<file path="src/rtl/sms_pkg.sv">
// Shared types, codes and reset constants for the satellite mode sequencer.
`default_nettype none

package sms_pkg;

   localparam int unsigned COUNT_W    = 16;
   localparam int unsigned CSR_IDX_W  = 4;
   localparam int unsigned RSP_DATA_W = 8;

   // register indexes on the csr port
   localparam logic [CSR_IDX_W-1:0] REG_SILENCE_TICKS  = 4'd0;
   localparam logic [CSR_IDX_W-1:0] REG_DETUMBLE_TICKS = 4'd1;
   localparam logic [CSR_IDX_W-1:0] REG_RADEX_TIMEOUT  = 4'd2;
   localparam logic [CSR_IDX_W-1:0] REG_TRX_TIMEOUT    = 4'd3;

   localparam logic [COUNT_W-1:0] SILENCE_TICKS_RST  = 16'd1800;
   localparam logic [COUNT_W-1:0] DETUMBLE_TICKS_RST = 16'd600;
   localparam logic [COUNT_W-1:0] RADEX_TIMEOUT_RST  = 16'd600;
   localparam logic [COUNT_W-1:0] TRX_TIMEOUT_RST    = 16'd600;

   typedef enum logic [2:0] {
      ACT_TICK          = 3'd0,
      ACT_DETACH        = 3'd1,
      ACT_SILENCE_DONE  = 3'd2,
      ACT_DETUMBLE_DONE = 3'd3,
      ACT_BEACON        = 3'd4,
      ACT_SCHED_RADEX   = 3'd5,
      ACT_TRX_DONE      = 3'd6,
      ACT_RADEX_DONE    = 3'd7
   } action_type;

   // flight mode, held one-hot
   typedef enum logic [6:0] {
      MODE_RECOVER  = 7'b0000001,
      MODE_INVEC    = 7'b0000010,
      MODE_SILENCE  = 7'b0000100,
      MODE_DETUMBLE = 7'b0001000,
      MODE_NOMINAL  = 7'b0010000,
      MODE_TRX      = 7'b0100000,
      MODE_RADEX    = 7'b1000000
   } mode_type;

   localparam logic [2:0] CODE_RECOVER  = 3'd0;
   localparam logic [2:0] CODE_INVEC    = 3'd1;
   localparam logic [2:0] CODE_SILENCE  = 3'd2;
   localparam logic [2:0] CODE_DETUMBLE = 3'd3;
   localparam logic [2:0] CODE_NOMINAL  = 3'd4;
   localparam logic [2:0] CODE_TRX      = 3'd5;
   localparam logic [2:0] CODE_RADEX    = 3'd6;

   typedef struct packed {
      action_type         kind;
      logic [COUNT_W-1:0] delay;
   } cmd_type;

   function automatic logic [2:0] mode_code(input mode_type m);
      logic [2:0] c;
      case (m)
         MODE_RECOVER:  c = CODE_RECOVER;
         MODE_INVEC:    c = CODE_INVEC;
         MODE_SILENCE:  c = CODE_SILENCE;
         MODE_DETUMBLE: c = CODE_DETUMBLE;
         MODE_NOMINAL:  c = CODE_NOMINAL;
         MODE_TRX:      c = CODE_TRX;
         MODE_RADEX:    c = CODE_RADEX;
         default:       c = CODE_RECOVER;
      endcase
      return c;
   endfunction

endpackage

`default_nettype wire

</file>
<file path="src/rtl/sms_front.sv">
// Front end: takes request transactions, decodes them and queues commands.
`default_nettype none

module sms_front
   import sms_pkg::*;
(
   input  wire logic               clock,
   input  wire logic               reset,
   input  wire logic               req_tvalid,
   output logic                    req_tready,
   input  wire logic [COUNT_W-1:0] req_tdata,   // [15:0] radex_delay
   input  wire logic [2:0]         req_tuser,   // [2:0] action
   output logic                    q_valid,
   output cmd_type                 q_cmd,
   input  wire logic               q_pop
);

   cmd_type    q_ff [2];
   logic       wr_ptr_ff, wr_ptr_in;
   logic       rd_ptr_ff, rd_ptr_in;
   logic [1:0] count_ff, count_in;
   logic       push;
   cmd_type    cmd_dec;

   assign req_tready = (count_ff != 2'd2);
   assign push       = req_tvalid && req_tready;
   assign q_valid    = (count_ff != 2'd0);
   assign q_cmd      = q_ff[rd_ptr_ff];

   // delay only matters for a radex schedule; keep it clear otherwise
   always_comb begin
      cmd_dec.kind  = action_type'(req_tuser);
      cmd_dec.delay = (action_type'(req_tuser) == ACT_SCHED_RADEX) ? req_tdata : '0;
   end

   always_comb begin
      wr_ptr_in = push  ? ~wr_ptr_ff : wr_ptr_ff;
      rd_ptr_in = q_pop ? ~rd_ptr_ff : rd_ptr_ff;
      count_in  = count_ff;
      if (push && !q_pop) begin
         count_in = count_ff + 2'd1;
      end else if (!push && q_pop) begin
         count_in = count_ff - 2'd1;
      end
   end

   always_ff @(posedge clock) begin
      if (reset) begin
         wr_ptr_ff <= 1'b0;
         rd_ptr_ff <= 1'b0;
         count_ff  <= 2'd0;
      end else begin
         wr_ptr_ff <= wr_ptr_in;
         rd_ptr_ff <= rd_ptr_in;
         count_ff  <= count_in;
      end
   end

   always_ff @(posedge clock) begin
      if (push) begin
         q_ff[wr_ptr_ff] <= cmd_dec;
      end
   end

   a_count_range: assert property (@(posedge clock) disable iff (reset)
      count_ff != 2'd3)
      else $error("queue count out of range");

   a_pop_nonempty: assert property (@(posedge clock) disable iff (reset)
      q_pop |-> count_ff != 2'd0)
      else $error("pop from empty queue");

   a_ptr_gap: assert property (@(posedge clock) disable iff (reset)
      (count_ff == 2'd0 || count_ff == 2'd2) |-> wr_ptr_ff == rd_ptr_ff)
      else $error("queue pointers disagree with count");

endmodule

`default_nettype wire

</file>
<file path="src/rtl/sms_exec.sv">
// Back end: mode sequencer state, config registers and response register.
`default_nettype none

module sms_exec
   import sms_pkg::*;
(
   input  wire logic                  clock,
   input  wire logic                  reset,
   input  wire logic                  q_valid,
   input  wire cmd_type               q_cmd,
   output logic                       q_pop,
   input  wire logic                  csr_we,
   input  wire logic [CSR_IDX_W-1:0]  csr_index,
   input  wire logic [COUNT_W-1:0]    csr_wdata,
   output logic                       rsp_tvalid,
   input  wire logic                  rsp_tready,
   output logic [RSP_DATA_W-1:0]      rsp_tdata
);

   logic [COUNT_W-1:0] radex_timeout_ticks_ff, trx_timeout_ticks_ff;

   mode_type           mode_ff, mode_in;
   logic [COUNT_W-1:0] silence_cnt_ff, silence_cnt_in;
   logic [COUNT_W-1:0] detumble_cnt_ff, detumble_cnt_in;
   logic [COUNT_W-1:0] radex_wait_ff, radex_wait_in;
   logic [COUNT_W-1:0] radex_to_ff, radex_to_in;
   logic [COUNT_W-1:0] trx_to_ff, trx_to_in;
   logic detached_ff, detached_in;
   logic beacon_ff, beacon_in;
   logic radex_pend_ff, radex_pend_in;
   logic radex_done_ff, radex_done_in;
   logic trx_done_ff, trx_done_in;
   logic watchdog_ff, watchdog_in;

   logic                  rsp_valid_ff, rsp_valid_in;
   logic [RSP_DATA_W-1:0] rsp_data_ff, rsp_data_in;

   assign q_pop      = q_valid && (!rsp_valid_ff || rsp_tready);
   assign rsp_tvalid = rsp_valid_ff;
   assign rsp_tdata  = rsp_data_ff;

   always_comb begin
      mode_in         = mode_ff;
      silence_cnt_in  = silence_cnt_ff;
      detumble_cnt_in = detumble_cnt_ff;
      radex_wait_in   = radex_wait_ff;
      radex_to_in     = radex_to_ff;
      trx_to_in       = trx_to_ff;
      detached_in     = detached_ff;
      beacon_in       = beacon_ff;
      radex_pend_in   = radex_pend_ff;
      radex_done_in   = radex_done_ff;
      trx_done_in     = trx_done_ff;
      watchdog_in     = watchdog_ff;

      if (q_pop) begin
         case (q_cmd.kind)
            ACT_TICK: begin
               // mode blocks run in order, each seeing the mode left before it
               if (mode_in == MODE_RECOVER) begin
                  if (!detached_in)                mode_in = MODE_INVEC;
                  else if (silence_cnt_in != '0)   mode_in = MODE_SILENCE;
                  else if (detumble_cnt_in != '0)  mode_in = MODE_DETUMBLE;
                  else                             mode_in = MODE_NOMINAL;
               end
               if (mode_in == MODE_INVEC && detached_in) begin
                  mode_in = MODE_SILENCE;
               end
               if (mode_in == MODE_SILENCE) begin
                  if (silence_cnt_in != '0) silence_cnt_in = silence_cnt_in - 16'd1;
                  else                      mode_in = MODE_DETUMBLE;
               end
               if (mode_in == MODE_DETUMBLE) begin
                  if (detumble_cnt_in != '0) detumble_cnt_in = detumble_cnt_in - 16'd1;
                  else                       mode_in = MODE_NOMINAL;
               end
               if (mode_in == MODE_NOMINAL) begin
                  if (radex_pend_in && radex_wait_in != '0) begin
                     radex_wait_in = radex_wait_in - 16'd1;
                  end
                  if (radex_pend_in && radex_wait_in == '0) begin
                     mode_in     = MODE_RADEX;
                     radex_to_in = radex_timeout_ticks_ff;
                  end
                  if (beacon_in) begin
                     mode_in   = MODE_TRX;
                     beacon_in = 1'b0;
                     trx_to_in = trx_timeout_ticks_ff;
                  end
               end
               if (mode_in == MODE_TRX) begin
                  watchdog_in = 1'b1;
                  if (trx_done_in || trx_to_in == '0) begin
                     mode_in     = MODE_NOMINAL;
                     watchdog_in = 1'b0;
                  end else begin
                     trx_to_in = trx_to_in - 16'd1;
                  end
               end
               if (mode_in == MODE_RADEX) begin
                  if (radex_done_in || radex_to_in == '0) begin
                     mode_in       = MODE_NOMINAL;
                     radex_pend_in = 1'b0;
                  end else begin
                     radex_to_in = radex_to_in - 16'd1;
                  end
               end
            end
            ACT_DETACH:        detached_in     = 1'b1;
            ACT_SILENCE_DONE:  silence_cnt_in  = '0;
            ACT_DETUMBLE_DONE: detumble_cnt_in = '0;
            ACT_BEACON: begin
               beacon_in   = 1'b1;
               trx_done_in = 1'b0;
               trx_to_in   = trx_timeout_ticks_ff;
               mode_in     = MODE_TRX;
            end
            ACT_SCHED_RADEX: begin
               radex_wait_in = q_cmd.delay;
               radex_pend_in = 1'b1;
               radex_done_in = 1'b0;
            end
            ACT_TRX_DONE:      trx_done_in   = 1'b1;
            ACT_RADEX_DONE:    radex_done_in = 1'b1;
            default: ;
         endcase
      end

      // csr writes must come only while idle (unenforced); these set counters
      if (csr_we && csr_index == REG_SILENCE_TICKS) begin
         silence_cnt_in = csr_wdata;
      end
      if (csr_we && csr_index == REG_DETUMBLE_TICKS) begin
         detumble_cnt_in = csr_wdata;
      end
   end

   always_comb begin
      rsp_valid_in = rsp_valid_ff;
      if (q_pop) begin
         rsp_valid_in = 1'b1;
      end else if (rsp_tready) begin
         rsp_valid_in = 1'b0;
      end
      rsp_data_in = {4'b0000, watchdog_in, mode_code(mode_in)};
   end

   always_ff @(posedge clock) begin
      if (reset) begin
         radex_timeout_ticks_ff <= RADEX_TIMEOUT_RST;
         trx_timeout_ticks_ff   <= TRX_TIMEOUT_RST;
         mode_ff                <= MODE_RECOVER;
         silence_cnt_ff         <= SILENCE_TICKS_RST;
         detumble_cnt_ff        <= DETUMBLE_TICKS_RST;
         radex_wait_ff          <= '0;
         radex_to_ff            <= RADEX_TIMEOUT_RST;
         trx_to_ff              <= TRX_TIMEOUT_RST;
         detached_ff            <= 1'b0;
         beacon_ff              <= 1'b0;
         radex_pend_ff          <= 1'b0;
         radex_done_ff          <= 1'b0;
         trx_done_ff            <= 1'b0;
         watchdog_ff            <= 1'b0;
         rsp_valid_ff           <= 1'b0;
      end else begin
         mode_ff         <= mode_in;
         silence_cnt_ff  <= silence_cnt_in;
         detumble_cnt_ff <= detumble_cnt_in;
         radex_wait_ff   <= radex_wait_in;
         radex_to_ff     <= radex_to_in;
         trx_to_ff       <= trx_to_in;
         detached_ff     <= detached_in;
         beacon_ff       <= beacon_in;
         radex_pend_ff   <= radex_pend_in;
         radex_done_ff   <= radex_done_in;
         trx_done_ff     <= trx_done_in;
         watchdog_ff     <= watchdog_in;
         rsp_valid_ff    <= rsp_valid_in;
         if (csr_we) begin
            case (csr_index)
               REG_RADEX_TIMEOUT: radex_timeout_ticks_ff <= csr_wdata;
               REG_TRX_TIMEOUT:   trx_timeout_ticks_ff   <= csr_wdata;
               default: ;
            endcase
         end
      end
   end

   always_ff @(posedge clock) begin
      if (q_pop) begin
         rsp_data_ff <= rsp_data_in;
      end
   end

   a_wd_in_trx: assert property (@(posedge clock) disable iff (reset)
      watchdog_ff |-> mode_ff == MODE_TRX)
      else $error("watchdog on outside transmission mode");

   a_beacon_trx: assert property (@(posedge clock) disable iff (reset)
      (q_pop && q_cmd.kind == ACT_BEACON) |=> mode_ff == MODE_TRX && beacon_ff)
      else $error("beacon did not force transmission mode");

   a_detach_sticky: assert property (@(posedge clock) disable iff (reset)
      $past(!reset) |-> !$fell(detached_ff))
      else $error("detached flag cleared without reset");

   a_rsp_matches_state: assert property (@(posedge clock) disable iff (reset)
      $past(q_pop) |-> rsp_valid_ff && rsp_data_ff[3] == watchdog_ff
                       && rsp_data_ff[2:0] == mode_code(mode_ff))
      else $error("response does not reflect executed state");

endmodule

`default_nettype wire

</file>
<file path="src/rtl/satellite_mode_sequencer.sv">
// Top level of the satellite mode sequencer: front end, command queue, back end.
//
// Usage:
//   req_*  : one transaction per tick or event. req_tuser carries the action code
//            (0 tick, 1 detach, 2 silence done, 3 detumble done, 4 beacon,
//            5 schedule radex, 6 trx finished, 7 radex finished), req_tdata the
//            radex delay in ticks, read only with a radex schedule.
//   rsp_*  : exactly one transaction per request, in order: mode code in
//            rsp_tdata[2:0], transmission watchdog enable in rsp_tdata[3].
//   csr_*  : write-only registers 0..3 (silence, detumble, radex time-out,
//            trx time-out, in ticks); indexes above three are ignored. Write
//            only while no request is in flight.
// A request is first written into the command queue; its response is registered when
// the back end pops it. One request per cycle is sustained while rsp_tready stays high;
// a tick is evaluated in full in the back end as it leaves the queue.
// A two-entry command queue lets the front keep taking requests while a
// response waits; when rsp_tready stays low the queue fills and req_tready
// drops once both entries are full. Synchronous reset empties the queue, puts
// the block in recover mode and restores the register defaults.
`default_nettype none

module satellite_mode_sequencer
   import sms_pkg::*;
(
   input  wire logic                  clock,
   input  wire logic                  reset,
   input  wire logic                  req_tvalid,
   output logic                       req_tready,
   input  wire logic [COUNT_W-1:0]    req_tdata,   // [15:0] radex_delay
   input  wire logic [2:0]            req_tuser,   // [2:0] action
   output logic                       rsp_tvalid,
   input  wire logic                  rsp_tready,
   output logic [RSP_DATA_W-1:0]      rsp_tdata,   // [2:0] mode, [3] watchdog_enable
   input  wire logic                  csr_we,
   input  wire logic [CSR_IDX_W-1:0]  csr_index,
   input  wire logic [COUNT_W-1:0]    csr_wdata
);

   logic    q_valid;
   logic    q_pop;
   cmd_type q_cmd;

   sms_front u_front (
      .clock      (clock),
      .reset      (reset),
      .req_tvalid (req_tvalid),
      .req_tready (req_tready),
      .req_tdata  (req_tdata),
      .req_tuser  (req_tuser),
      .q_valid    (q_valid),
      .q_cmd      (q_cmd),
      .q_pop      (q_pop)
   );

   sms_exec u_exec (
      .clock      (clock),
      .reset      (reset),
      .q_valid    (q_valid),
      .q_cmd      (q_cmd),
      .q_pop      (q_pop),
      .csr_we     (csr_we),
      .csr_index  (csr_index),
      .csr_wdata  (csr_wdata),
      .rsp_tvalid (rsp_tvalid),
      .rsp_tready (rsp_tready),
      .rsp_tdata  (rsp_tdata)
   );

endmodule

`default_nettype wire

</file>
<file path="config.mk">
export PLATFORM = sky130hd
export DESIGN_NAME = satellite_mode_sequencer
export DESIGN_NICKNAME = d
export VERILOG_FILES = /design/src/rtl/sms_pkg.sv /design/src/rtl/sms_front.sv /design/src/rtl/sms_exec.sv /design/src/rtl/satellite_mode_sequencer.sv
export SDC_FILE = /design/constraint.sdc
export NUM_CORES = 1
export LEC_CHECK = 0
export ABC_AREA = 0
export BUFFER_PORTS_ARGS = -buffer_cell sky130_fd_sc_hd__buf_2
export CAP_MARGIN = 15
export CORE_MARGIN = 1.5
export CORE_UTILIZATION = 45
export CTS_BUF_LIST = sky130_fd_sc_hd__clkbuf_8
export CTS_CLUSTER_SIZE = 12
export DETAILED_ROUTE_END_ITERATION = 12
export PLACE_DENSITY_LB_ADDON = 0.05
export SYNTH_ARGS = -nofsm -noshare
export SYNTH_HDL_FRONTEND = slang
export SYNTH_HIERARCHICAL = 1
export SYNTH_SLANG_ARGS = --single-unit
</file>
<file path="constraint.sdc">
create_clock -name clock -period 8.1 [get_ports clock]
set_clock_uncertainty 0.2 [all_clocks]
set_input_delay 1.62 -clock clock [delete_from_list [all_inputs] [get_ports clock]]
set_output_delay 1.62 -clock clock [all_outputs]
set_load 0.005 [all_outputs]
</file>
==> results.py, run 1 <==
metrics = {
    "run_status": {
        "outcome": "finished clean",
    },
    "die": {
        "io_pins": 54,
        "die_height_um": 156.5,
        "die_x_um": 156.5,
        "core_um2": 22850,
        "rows": 55,
        "dieArea_um2": 24490,
        "start_util": 0.4641,
    },
    "synth": {
        "synth_area_leader_cell": "dfxtp_1",
        "async_flop_share": 0,
        "netlist_area_um2": 10600,
        "synth_top_family_by_area": "simple AND/OR/NAND/NOR gates",
        "ys_types": 94,
        "synth.area.top_cells": "dfxtp_1 (25%), edfxtp_1 (12%), nand2_1 (6.9%), a21oi_1 (6.0%), nor2_1 (4.2%)",
        "synthCells": 1310,
        "ys_ff_latch": 173,
        "syn_area_per_cell_um2": 8.095,
        "ys_seq_area_frac": 0.3663,
        "yosysWarnings": 6,
        "yosys.area_share.adder": 0.01298,
        "synth_compound_area_frac": 0.2087,
        "synth_top_area_frac": 0.2473,
        "synth-edff-count": 42,
        "yosys-mux-area-fraction": 0.05805,
        "synth_simple_gate_area_frac": 0.2820,
        "synthXorXnorAreaFrac": 0.02808,
        "ys.flop_type": "dfxtp_1",
    },
    "timing": {
        "tightest_slew_ns": 1.095,
        "fin_setup_tns_ns": 0,
        "drv_slew": 0,
        "max_freq_mhz": 181.2,
        "rsz0062_at_grt": "no",
        "setup_viol": 0,
        "post-route-period-util": 0.6813,
        "maxSlewHeadroom": 0.2672,
        "fin_crit_ns": 5.518,
        "hold_viol": 0,
    },
    "global_routing": {
        "overflow": 0,
        "grt_use_total": 0.2563,
        "grt_pass1_wl_um": 48930,
        "antenna_found_initial": 0,
        "grt_pass1_vias": 8892,
        "grt_start_max_net_pins": 72,
    },
    "finish": {
        "final_cell_mix": "nand2_1 (196), dfxtp_1 (131), a21oi_1 (127)",
        "layout_commonest_cell": "nand2_1",
        "diodes": 0,
        "multiInputGateArea_um2": 6291,
        "fin_nets": 1366,
        "area_delta_synth_final_pct": 7.539,
        "seq_area_um2": 3884,
        "drive_above_1_share": 0.1231,
        "stdcell_count": 1637,
        "fillCellCount": 2264,
    },
    "min_path": {
        "min_path_type": "flop to flop",
        "hold_depth": 2,
    },
    "critical_path": {
        "crit_path_cell_trace": "nor4_4, and4_1, o2111ai_1, and2_1, or4_4, nor3_4, buf_4, mux2i_1, ha_1, a41o_1, nor4b_1, o211ai_2, nor2_4, o21ai_1, a211o_1, o211a_1",
        "critical_path.top_delay_family": "simple AND/OR/NAND/NOR gates",
        "slowest_stage": "nor4b_1",
        "critPathBufInv": 1,
        "cp.depth": 16,
        "path_max_fanout": 33,
        "r2r_slack_ns": 2.58,
        "crit_path_max_incr_delay_ns": 0.62,
        "rr_worst_depth": 16,
        "crit_path_start_kind": "flop",
        "critPathKind": "flop to flop",
        "cp.arrival_ns": 5.70,
        "end_kind": "flop",
        "cp.required_ns": 8.28,
    },
    "pwr": {
        "ir_drop_v": 0.0001204,
        "p_switching_mw": 0.9077,
        "pwr-share-comb": 0.294,
        "swShare": 0.3856,
        "finalPower_mw": 2.354,
        "clkPwrFrac": 0.267,
        "p_leak_nw": 3.834,
        "power_per_cell_area_nw_per_um2": 206.4,
        "p_int_mw": 1.446,
        "p_seq_frac": 0.439,
    },
    "detailed_routing": {
        "dr_total_vias": 9749,
        "wirelength_um": 30520,
        "first_pass_iters": 5,
        "viasPerCell": 5.955,
        "drt_iter0_markers": 857,
        "ant_nets": 0,
        "remaining_drc_errors": 0,
        "routedWlPerCell_um": 18.65,
    },
    "placed_design": {
        "hpwl_um": 21520,
        "dpl.cell_count": 1604,
        "gp_congestion": 0.8346,
        "port_buffers": 49,
    },
    "flow_run": {
        "maxCapViolCount": 0,
    },
    "clock_tree": {
        "htree_levels": 4,
        "cts_num_sinks": 173,
        "cts_root_buffer": "clkbuf_8",
        "path_clk_slew_ns": 0.11,
        "cts_tree": "done",
        "post_cts_buffers": 0,
        "cts_resized": 0,
        "clk_latency_ns": 0.48,
        "clockBufferDepth": 2,
        "cts-buffers-inserted": 17,
        "cts_hold_buffers": 0,
    },
}
-- layout make-up --
type / instances / area share
clock inverter: 15 / 0.01602
multi-input combinational: 1036 / 0.5517
sequential: 173 / 0.3406
timing repair buffer: 60 / 0.02930
clock buffer: 17 / 0.02052
tap: 313 / 0.03434
inverter: 23 / 0.007571
-- state kept, by name (all words and copies together), names as in the netlist, 2 cells and up, named ones only --
register and flops:
u_front/q_ff 38, u_exec/detumble_cnt_ff 16, u_exec/radex_timeout_ticks_ff 16, u_exec/radex_to_ff 16, u_exec/radex_wait_ff 16, u_exec/silence_cnt_ff 16
u_exec/trx_timeout_ticks_ff 16, u_exec/trx_to_ff 16, u_exec/mode_ff 7, u_exec/rsp_tdata 4, u_front/count_ff 2
-- per-stage QoR --
step	instance area, um^2	hold WS [ns]	util	setup slack (ns)
after floorplan	10620	0.2363	-	3.095
after global placement	10980	0.2448	0.4804	2.758
after detailed placement	10980	0.2520	0.4804	2.619
after CTS	11390	0.2663	0.4986	2.582
after global routing	11400	0.2945	0.4991	2.135
final	11400	0.2672	0.4991	2.582
-- kinds of logic after synthesis --
kind of cell | after synthesis
buffers and inverters | 104
adder cells (fa/ha/maj) | 11
other | 1
XOR/XNOR | 34
multiplexers | 58
AND/OR/NAND/NOR | 583
flip-flops | 173
AO/OA/AOI/OAI | 346
-- routing by layer --
layer	wire length, um	vias up	share of wire	GRT usage
li1	-	4792	-	-
met1	14880	4649	0.49	0.3651
met2	13610	268	0.45	0.3956
met3	1444	40	0.047	0.04237
met4	594	0	0.019	0.08027
met5	0	-	0	0
-- worst min-delay path, cell delays in order, from the launching register on --
cell and delay (ns):
dfxtp_1 0.33, nand2_1 0.05, a21oi_1 0.05
-- power groups by stage --
| stage | clock network (mW) | registers (mW) | logic, mW |
|---|---|---|---|
| after floorplan | 0 | 1.03 | 0.500 |
| after global placement | 0 | 1.05 | 0.684 |
| after detailed placement | 0 | 1.05 | 0.683 |
| after CTS | 0.648 | 1.03 | 0.688 |
| after global routing | 0.688 | 1.05 | 0.764 |
| final | 0.629 | 1.03 | 0.692 |
-- final timing paths --
kind / start / to
hold reg to reg: u_exec/radex_timeout_ticks_ff[15] / u_exec/radex_timeout_ticks_ff[15]
setup reg to reg: u_exec/detumble_cnt_ff[2] / u_exec/radex_to_ff[8]
setup / recovery: u_exec/detumble_cnt_ff[2] / u_exec/radex_to_ff[8]
hold / removal: u_exec/radex_timeout_ticks_ff[15] / u_exec/radex_timeout_ticks_ff[15]
-- synth_stat cells, types with 8 or more instances --
library cell / number
a211oi_1: 16
a21o_1: 12
a21oi_1: 127
a221oi_1: 14
a22oi_1: 10
a31oi_1: 18
and2_1: 29
buf_2: 11
clkbuf_1: 52
dfxtp_1: 131
edfxtp_1: 42
ha_1: 11
inv_1: 23
mux2_2: 23
mux2i_1: 32
nand2_1: 196
nand2b_1: 11
nand3_1: 33
nand3b_1: 9
nand4_1: 16
nor2_1: 120
nor2b_1: 8
nor3_1: 53
nor4_1: 25
o21ai_0: 63
o21ai_1: 10
or3_1: 20
xnor2_1: 15
xor2_1: 19
Power figures use the tool's default switching activity.
==> inputs of run 2 (changes only) <==
==> constraint.sdc (replaced) <==
create_clock -name clock -period 4.6 [get_ports clock]
set_clock_uncertainty 0.2 [all_clocks]
set_input_delay 0.92 -clock clock [delete_from_list [all_inputs] [get_ports clock]]
set_output_delay 0.92 -clock clock [all_outputs]
set_load 0.005 [all_outputs]
==> run 2 against run 1 <==
  * Via count up 4.7%
  * First-iteration DRC count fell by 7.2%
  * Worst hold slack worse by 0.0029 ns
  * Count of clock-buffer cells in the layout unchanged
  * Routed wire length up 5.8%
  * Die area is the same
==> results.py, run 2 (synthesized netlist as in run 1, its figures left out) <==
metrics = {
    "clock_tree": {
        "cts_num_sinks": 173,
        "cts-buffers-inserted": 17,
        "htree_levels": 4,
        "cts_hold_buffers": 0,
        "cts_tree": "done",
        "clockBufferDepth": 2,
        "path_clk_slew_ns": 0.12,
        "clk_latency_ns": 0.48,
        "cts_root_buffer": "clkbuf_8",
    },
    "pwr": {
        "power_per_cell_area_nw_per_um2": 352.1,
        "ir_drop_v": 0.0003211,
        "finalPower_mw": 4.292,
        "p_leak_nw": 4.276,
    },
    "die": {
        "die_x_um": 156.5,
        "io_pins": 54,
        "die_height_um": 156.5,
        "start_util": 0.4641,
        "rows": 55,
        "core_um2": 22850,
        "dieArea_um2": 24490,
    },
    "detailed_routing": {
        "viasPerCell": 5.972,
        "ant_nets": 0,
        "routedWlPerCell_um": 18.90,
        "drt_iter0_markers": 795,
        "remaining_drc_errors": 0,
        "wirelength_um": 32300,
        "first_pass_iters": 6,
        "dr_total_vias": 10207,
    },
    "critical_path": {
        "reg2reg_to": "u_exec/radex_to_ff[11]",
        "crit_path_cell_trace": "or4_4, or3_4, or3_4, xor2_4, nand4_4, nor3_4, mux2i_2, ha_2, a41o_1, nor4_4, o21ai_2, buf_4, a2111oi_4, or3b_2, a31oi_1",
        "slowest_stage": "or4_4",
        "rr_worst_depth": 15,
        "end_kind": "flop",
        "r2r_slack_ns": 0.08,
        "path_max_fanout": 5,
        "cp.required_ns": 4.80,
        "cp_common_cell": "or3_4",
        "cp.arrival_ns": 4.72,
        "critPathKind": "flop to flop",
        "crit_path_start_kind": "flop",
        "r2r-start": "u_exec/radex_wait_ff[2]",
        "crit_path_max_incr_delay_ns": 0.57,
    },
    "min_path": {
        "hold_depth": 2,
        "min_to": "u_exec/radex_timeout_ticks_ff[15]",
        "hold_start": "u_exec/radex_timeout_ticks_ff[15]",
        "min_path_type": "flop to flop",
    },
    "timing": {
        "hold_viol": 0,
        "setup_viol": 0,
        "worst_slack_ns": 0.08091,
        "fin_crit_ns": 4.519,
        "whs_ns": 0.2644,
        "rsz0062_at_grt": "yes",
        "fin_setup_tns_ns": 0,
        "drv_slew": 0,
        "post-route-period-util": 0.9824,
        "tightest_slew_ns": 1.101,
        "max_freq_mhz": 221.3,
        "maxSlewHeadroom": 0.2635,
    },
    "finish": {
        "stdcell_count": 1709,
        "layout_commonest_cell": "nand2_1",
        "drive_above_1_share": 0.1913,
        "largest_register_ff_count": 38,
        "fin_nets": 1438,
        "multiInputGateArea_um2": 6534,
        "seq_area_um2": 3884,
        "top_register": "u_front/q_ff",
        "area_delta_synth_final_pct": 14.97,
        "fillCellCount": 2275,
        "diodes": 0,
        "final_cell_mix": "nand2_1 (194), dfxtp_1 (131), a21oi_1 (126)",
    },
    "global_routing": {
        "grt_use_total": 0.2684,
        "grt_pass1_wl_um": 51340,
        "grt_pass1_vias": 9410,
        "overflow": 0,
        "antenna_found_initial": 1,
        "grt_start_max_net_pins": 73,
    },
    "placed_design": {
        "place_ws_ns": -0.05178,
        "hpwl_um": 22760,
        "gp_congestion": 0.9072,
        "port_buffers": 49,
        "dpl.cell_count": 1666,
    },
    "run_status": {
        "outcome": "finished clean",
    },
    "flow_run": {
        "maxCapViolCount": 0,
    },
}
## run 2: cell types whose count changed in the layout (fill, tap and decap cells not counted), sizes merged
cell | previous run | this run
clkinv | 6 | 5
clkinvlp | 1 | 0
buf | 60 | 132
inv | 31 | 33
## run 2: layout make-up
type | instances | area share
clock buffer | 17 | 0.01919
clock inverter | 15 | 0.01570
inverter | 23 | 0.007081
multi-input combinational | 1036 | 0.5359
sequential | 173 | 0.3186
tap | 313 | 0.03212
timing repair buffer | 132 | 0.07143
## run 2: what timing repair did
item,4_1_cts,5_1_grt
gates resized for setup,2,39
buffers inserted,0,11
pin swaps,0,8
setup endpoints to repair,10,33
## run 2: metrics by stage
| stage | instance area, um^2 | util |
|---|---|---|
| 2_1_floorplan | 10670 | - |
| 3_3_place_gp | 11480 | 0.5024 |
| 3_5_place_dp | 11480 | 0.5024 |
| 4_1_cts | 11910 | 0.5214 |
| 5_1_grt | 12190 | 0.5336 |
| 6_report | 12190 | 0.5336 |
## run 2: how the worst max path moves through the flow
| stage | from | slack [ns] | cells past startpoint | endpoint |
|---|---|---|---|---|
| floorplan | u_exec/radex_wait_ff[2] | 0.004 | 18 | u_exec/radex_to_ff[13] |
| global placement | u_exec/detumble_cnt_ff[6] | 0.01 | 16 | u_exec/trx_to_ff[10] |
| detailed placement | u_exec/detumble_cnt_ff[0] | -0.05 | 19 | u_exec/trx_to_ff[7] |
| CTS | u_exec/radex_wait_ff[2] | 0.01 | 15 | u_exec/rsp_tdata[1] |
| global route | u_exec/radex_wait_ff[2] | -0.1 | 15 | u_exec/radex_to_ff[11] |
| finish | u_exec/radex_wait_ff[2] | 0.08 | 15 | u_exec/radex_to_ff[11] |
## run 2: critical path: cells and delay by family (launching register included)
family	cells	cell delay, ns
simple gates	7	2.36
flops	1	0.33
fa+ha+maj	1	0.23
xor+xnor	1	0.18
mux	1	0.31
buf+inv	1	0.15
compound gates	4	0.68
## run 2: metal layers
layer,share of wire,global-route usage,up-vias
met5,0.00065,0,-
met2,0.46,0.4252,319
met4,0.023,0.09206,2
met1,0.47,0.3754,4879
met3,0.047,0.03628,66
li1,-,-,4941
## run 2: power by group
part / internal (mW) / switching (mW)
clock: 0.433 / 0.715
combinational: 0.495 / 0.836
sequential: 1.70 / 0.111
total: 2.63 / 1.66
==> inputs of run 3 (changes only) <==
--- a/config.mk
+++ b/config.mk
@@ -16,5 +16,4 @@
 export PLACE_DENSITY_LB_ADDON = 0.05
 export SYNTH_ARGS = -nofsm -noshare
 export SYNTH_HDL_FRONTEND = slang
-export SYNTH_HIERARCHICAL = 1
 export SYNTH_SLANG_ARGS = --single-unit
==> run 3 against run 2 <==
  * The flow now finishes with violations (setup timing)
  * Routed wire length decreased by 3.9%
  * Via count decreased by 2.4%
  * Sequential share of layout area decreased by 0.90 points
  * Highest routed layer is now met4
  * Core utilization increased by 3.6 points
  * Largest cell class unchanged
  * Worst hold slack improved by 0.018 ns
  * Setup slack got worse by 0.36 ns
  * Sequential power increased by 2%
  * Synthesized cell count decreased by 2.4%
  * Die area decreased by 3.9%
  * Global-route usage decreased by 0.85 points
  * Power increased by 4.5%
  * Non-clock buffer count increased by 55
==> results.py, run 3 <==
metrics = {
    "run_status": {
        "outcome": "finished, violations left",
        "violations": "setup timing",
    },
    "timing": {
        "drv_slew": 0,
        "setup_viol": 29,
        "hold_viol": 0,
        "max_freq_mhz": 204.9,
        "worst_slack_ns": -0.2796,
        "maxSlewHeadroom": 0.4009,
        "whs_ns": 0.2824,
        "tightest_slew_ns": 0.8987,
        "rsz0062_at_grt": "yes",
        "post-route-period-util": 1.061,
        "fin_crit_ns": 4.880,
    },
    "die": {
        "start_util": 0.4623,
        "die_height_um": 153.4,
        "core_um2": 22030,
        "dieArea_um2": 23540,
        "die_x_um": 153.4,
        "io_pins": 54,
        "rows": 54,
    },
    "detailed_routing": {
        "first_pass_iters": 5,
        "remaining_drc_errors": 0,
        "routedWlPerCell_um": 18.31,
        "wirelength_um": 31030,
        "ant_nets": 0,
        "dr_total_vias": 9961,
        "drt_iter0_markers": 674,
        "viasPerCell": 5.877,
    },
    "global_routing": {
        "antenna_found_initial": 0,
        "use_met1": 0.3795,
        "overflow": 0,
        "grt_start_max_net_pins": 59,
        "grt_use_total": 0.2599,
        "grt_pass1_wl_um": 48730,
        "met3_usage": 0.03572,
        "grt_pass1_vias": 9105,
        "use_met2": 0.4009,
        "grt_busiest_layer": "met2",
    },
    "clock_tree": {
        "cts_hold_buffers": 0,
        "clockBufferDepth": 2,
        "path_clk_slew_ns": 0.12,
        "htree_levels": 4,
        "cts_root_buffer": "clkbuf_8",
        "cts-buffers-inserted": 17,
        "cts_tree": "done",
        "clk_latency_ns": 0.49,
        "cts_num_sinks": 173,
    },
    "critical_path": {
        "critPathKind": "flop to flop",
        "cp_common_cell": "mux2_4",
        "r2r-start": "u_exec.silence_cnt_ff[1]",
        "end_kind": "flop",
        "critical_path.top_delay_family": "simple AND/OR/NAND/NOR gates",
        "r2r_slack_ns": -0.28,
        "cp.required_ns": 4.74,
        "path_max_fanout": 4,
        "crit_path_start_kind": "flop",
        "crit_path_max_incr_delay_ns": 0.40,
        "critPathBufInv": 3,
        "reg2reg_to": "u_exec.rsp_tdata[2]",
        "cp.arrival_ns": 5.01,
        "crit_path_cell_trace": "inv_2, ha_4, or3b_4, or2_4, or3_4, a221o_1, buf_6, nor4_4, buf_4, mux2i_4, ha_2, nand3b_1, nor4_2, nor2_1, mux2_4, nor3_4, a2111oi_4, xnor2_2, mux2_4, nor3b_2",
        "rr_worst_depth": 20,
        "slowest_stage": "or3b_4",
    },
    "finish": {
        "drive_above_1_share": 0.2325,
        "layout_commonest_cell": "nand2_1",
        "fin_nets": 1452,
        "area_delta_synth_final_pct": 23.27,
        "final_cell_mix": "nand2_1 (185), dfxtp_1 (129), nor2_1 (123)",
        "top_register": "u_front.q_ff",
        "fillCellCount": 2078,
        "diodes": 0,
        "largest_register_ff_count": 38,
    },
    "pwr": {
        "swShare": 0.3876,
        "p_int_mw": 2.746,
        "p_seq_frac": 0.412,
        "p_switching_mw": 1.739,
        "p_leak_nw": 4.476,
        "finalPower_mw": 4.485,
        "pwr-share-comb": 0.324,
        "ir_drop_v": 0.0002890,
        "power_per_cell_area_nw_per_um2": 357.3,
        "clkPwrFrac": 0.265,
    },
    "synth": {
        "syn_area_per_cell_um2": 7.962,
        "yosysWarnings": 0,
        "synth_area_leader_cell": "dfxtp_1",
        "async_flop_share": 0,
        "synth.area.top_cells": "dfxtp_1 (26%), edfxtp_1 (12%), nand2_1 (7.0%), a21oi_1 (5.3%), nor2_1 (5.0%)",
        "netlist_area_um2": 10180,
        "synthCells": 1279,
        "synth_top_area_frac": 0.2575,
        "yosysMostFrequentCell": "nand2_1",
        "synth-edff-count": 42,
        "ys_types": 82,
        "ys_ff_latch": 173,
        "synthTopCellsByCount": "nand2_1 (189), nor2_1 (135), dfxtp_1 (131), a21oi_1 (108), clkbuf_1 (77)",
        "ys_seq_area_frac": 0.3814,
        "ys.flop_type": "dfxtp_1",
    },
    "min_path": {
        "min_path_type": "flop to flop",
        "min_to": "u_exec.trx_to_ff[10]",
        "hold_depth": 2,
        "hold_start": "u_exec.trx_to_ff[10]",
    },
    "placed_design": {
        "port_buffers": 49,
        "hpwl_um": 21390,
        "gp_congestion": 0.9039,
    },
    "flow_run": {
        "maxCapViolCount": 0,
    },
}
-- run 3: changes by cell type after synthesis, moves of 10 or more --
cell / previous run / this run
nand3_1: 33 / 20
clkbuf_1: 52 / 77
a21oi_1: 127 / 108
nor2_1: 120 / 135
o21ai_0: 63 / 73
-- run 3: per-stage QoR --
stage	cell area, um^2	instances	worst slack (ns)	utilization	setup TNS [ns]
after floorplan	10400	1282	-0.4791	-	-4.659
after global placement	11440	1635	-0.1594	0.5192	-0.5235
after detailed placement	11440	1635	-0.2983	0.5192	-1.897
after CTS	12120	1683	-0.2053	0.5502	-1.753
after global routing	12550	1695	-0.4566	0.5699	-9.670
final	12550	1695	-0.2796	0.5699	-3.612
-- run 3: how the worst max path moves through the flow --
stage	endpoint	cells after the start	slack (ns)	start
after floorplan	u_exec.rsp_tdata[2]	21	-0.48	u_exec.silence_cnt_ff[1]
after global placement	u_exec.rsp_tdata[2]	19	-0.16	u_exec.silence_cnt_ff[1]
after detailed placement	u_exec.rsp_tdata[2]	20	-0.30	u_exec.silence_cnt_ff[0]
after CTS	u_exec.rsp_tdata[2]	19	-0.21	u_exec.silence_cnt_ff[1]
after global routing	u_exec.rsp_tdata[2]	20	-0.46	u_exec.silence_cnt_ff[1]
final	u_exec.rsp_tdata[2]	20	-0.28	u_exec.silence_cnt_ff[1]
-- run 3: area by class of cell --
type	count	area, um^2	area share
clock buffer	17	234.0	0.01864
clock inverter	15	217.7	0.01734
inverter	21	78.83	0.006279
multi-input combinational	1002	6407	0.5104
sequential	173	3886	0.3096
tap	280	350.3	0.02791
timing repair buffer	187	1379	0.1098
-- run 3: per-layer routing --
metal / routed length, um / vias to the layer above
li1: - / 4927
met5: 0 / -
met3: 1276 / 37
met4: 574 / 0
met2: 14030 / 229
met1: 15150 / 4768
-- run 3: cell families after synthesis --
logic type	synth area share
xor gates and xnor gates	0.02322
adders and majority gates	0.008355
DFF	0.3814
buffers and inverters	0.04116
muxes	0.05639
other	0.0003682
and+or+nand+nor	0.2817
AOI/OAI and AO/OA	0.2074
-- run 3: repair_timing --
| action | 4_1_cts | 5_1_grt |
|---|---|---|
| pin swaps | 18 | 46 |
| setup endpoints to repair | 27 | 41 |
| gates resized for setup | 27 | 72 |
| setup buffers | 16 | 14 |
-- run 3: worst reg2reg max path, cell delays in order, from the launching register on --
cell	delay [ns]
dfxtp_2	0.34
inv_2	0.08
ha_4	0.13
or3b_4	0.40
or2_4	0.25
or3_4	0.34
a221o_1	0.39
buf_6	0.15
nor4_4	0.11
buf_4	0.19
mux2i_4	0.23
ha_2	0.22
nand3b_1	0.12
nor4_2	0.27
nor2_1	0.09
mux2_4	0.29
nor3_4	0.25
a2111oi_4	0.11
xnor2_2	0.16
mux2_4	0.27
nor3b_2	0.15
-- run 3: power groups by stage --
| stage | Combinational, mW | Sequential [mW] | Clock (mW) |
|---|---|---|---|
| floorplan | 0.914 | 1.83 | 0 |
| global placement | 1.34 | 1.87 | 0 |
| detailed placement | 1.35 | 1.87 | 0 |
| CTS | 1.38 | 1.84 | 1.22 |
| global route | 1.58 | 1.86 | 1.28 |
| finish | 1.45 | 1.85 | 1.19 |
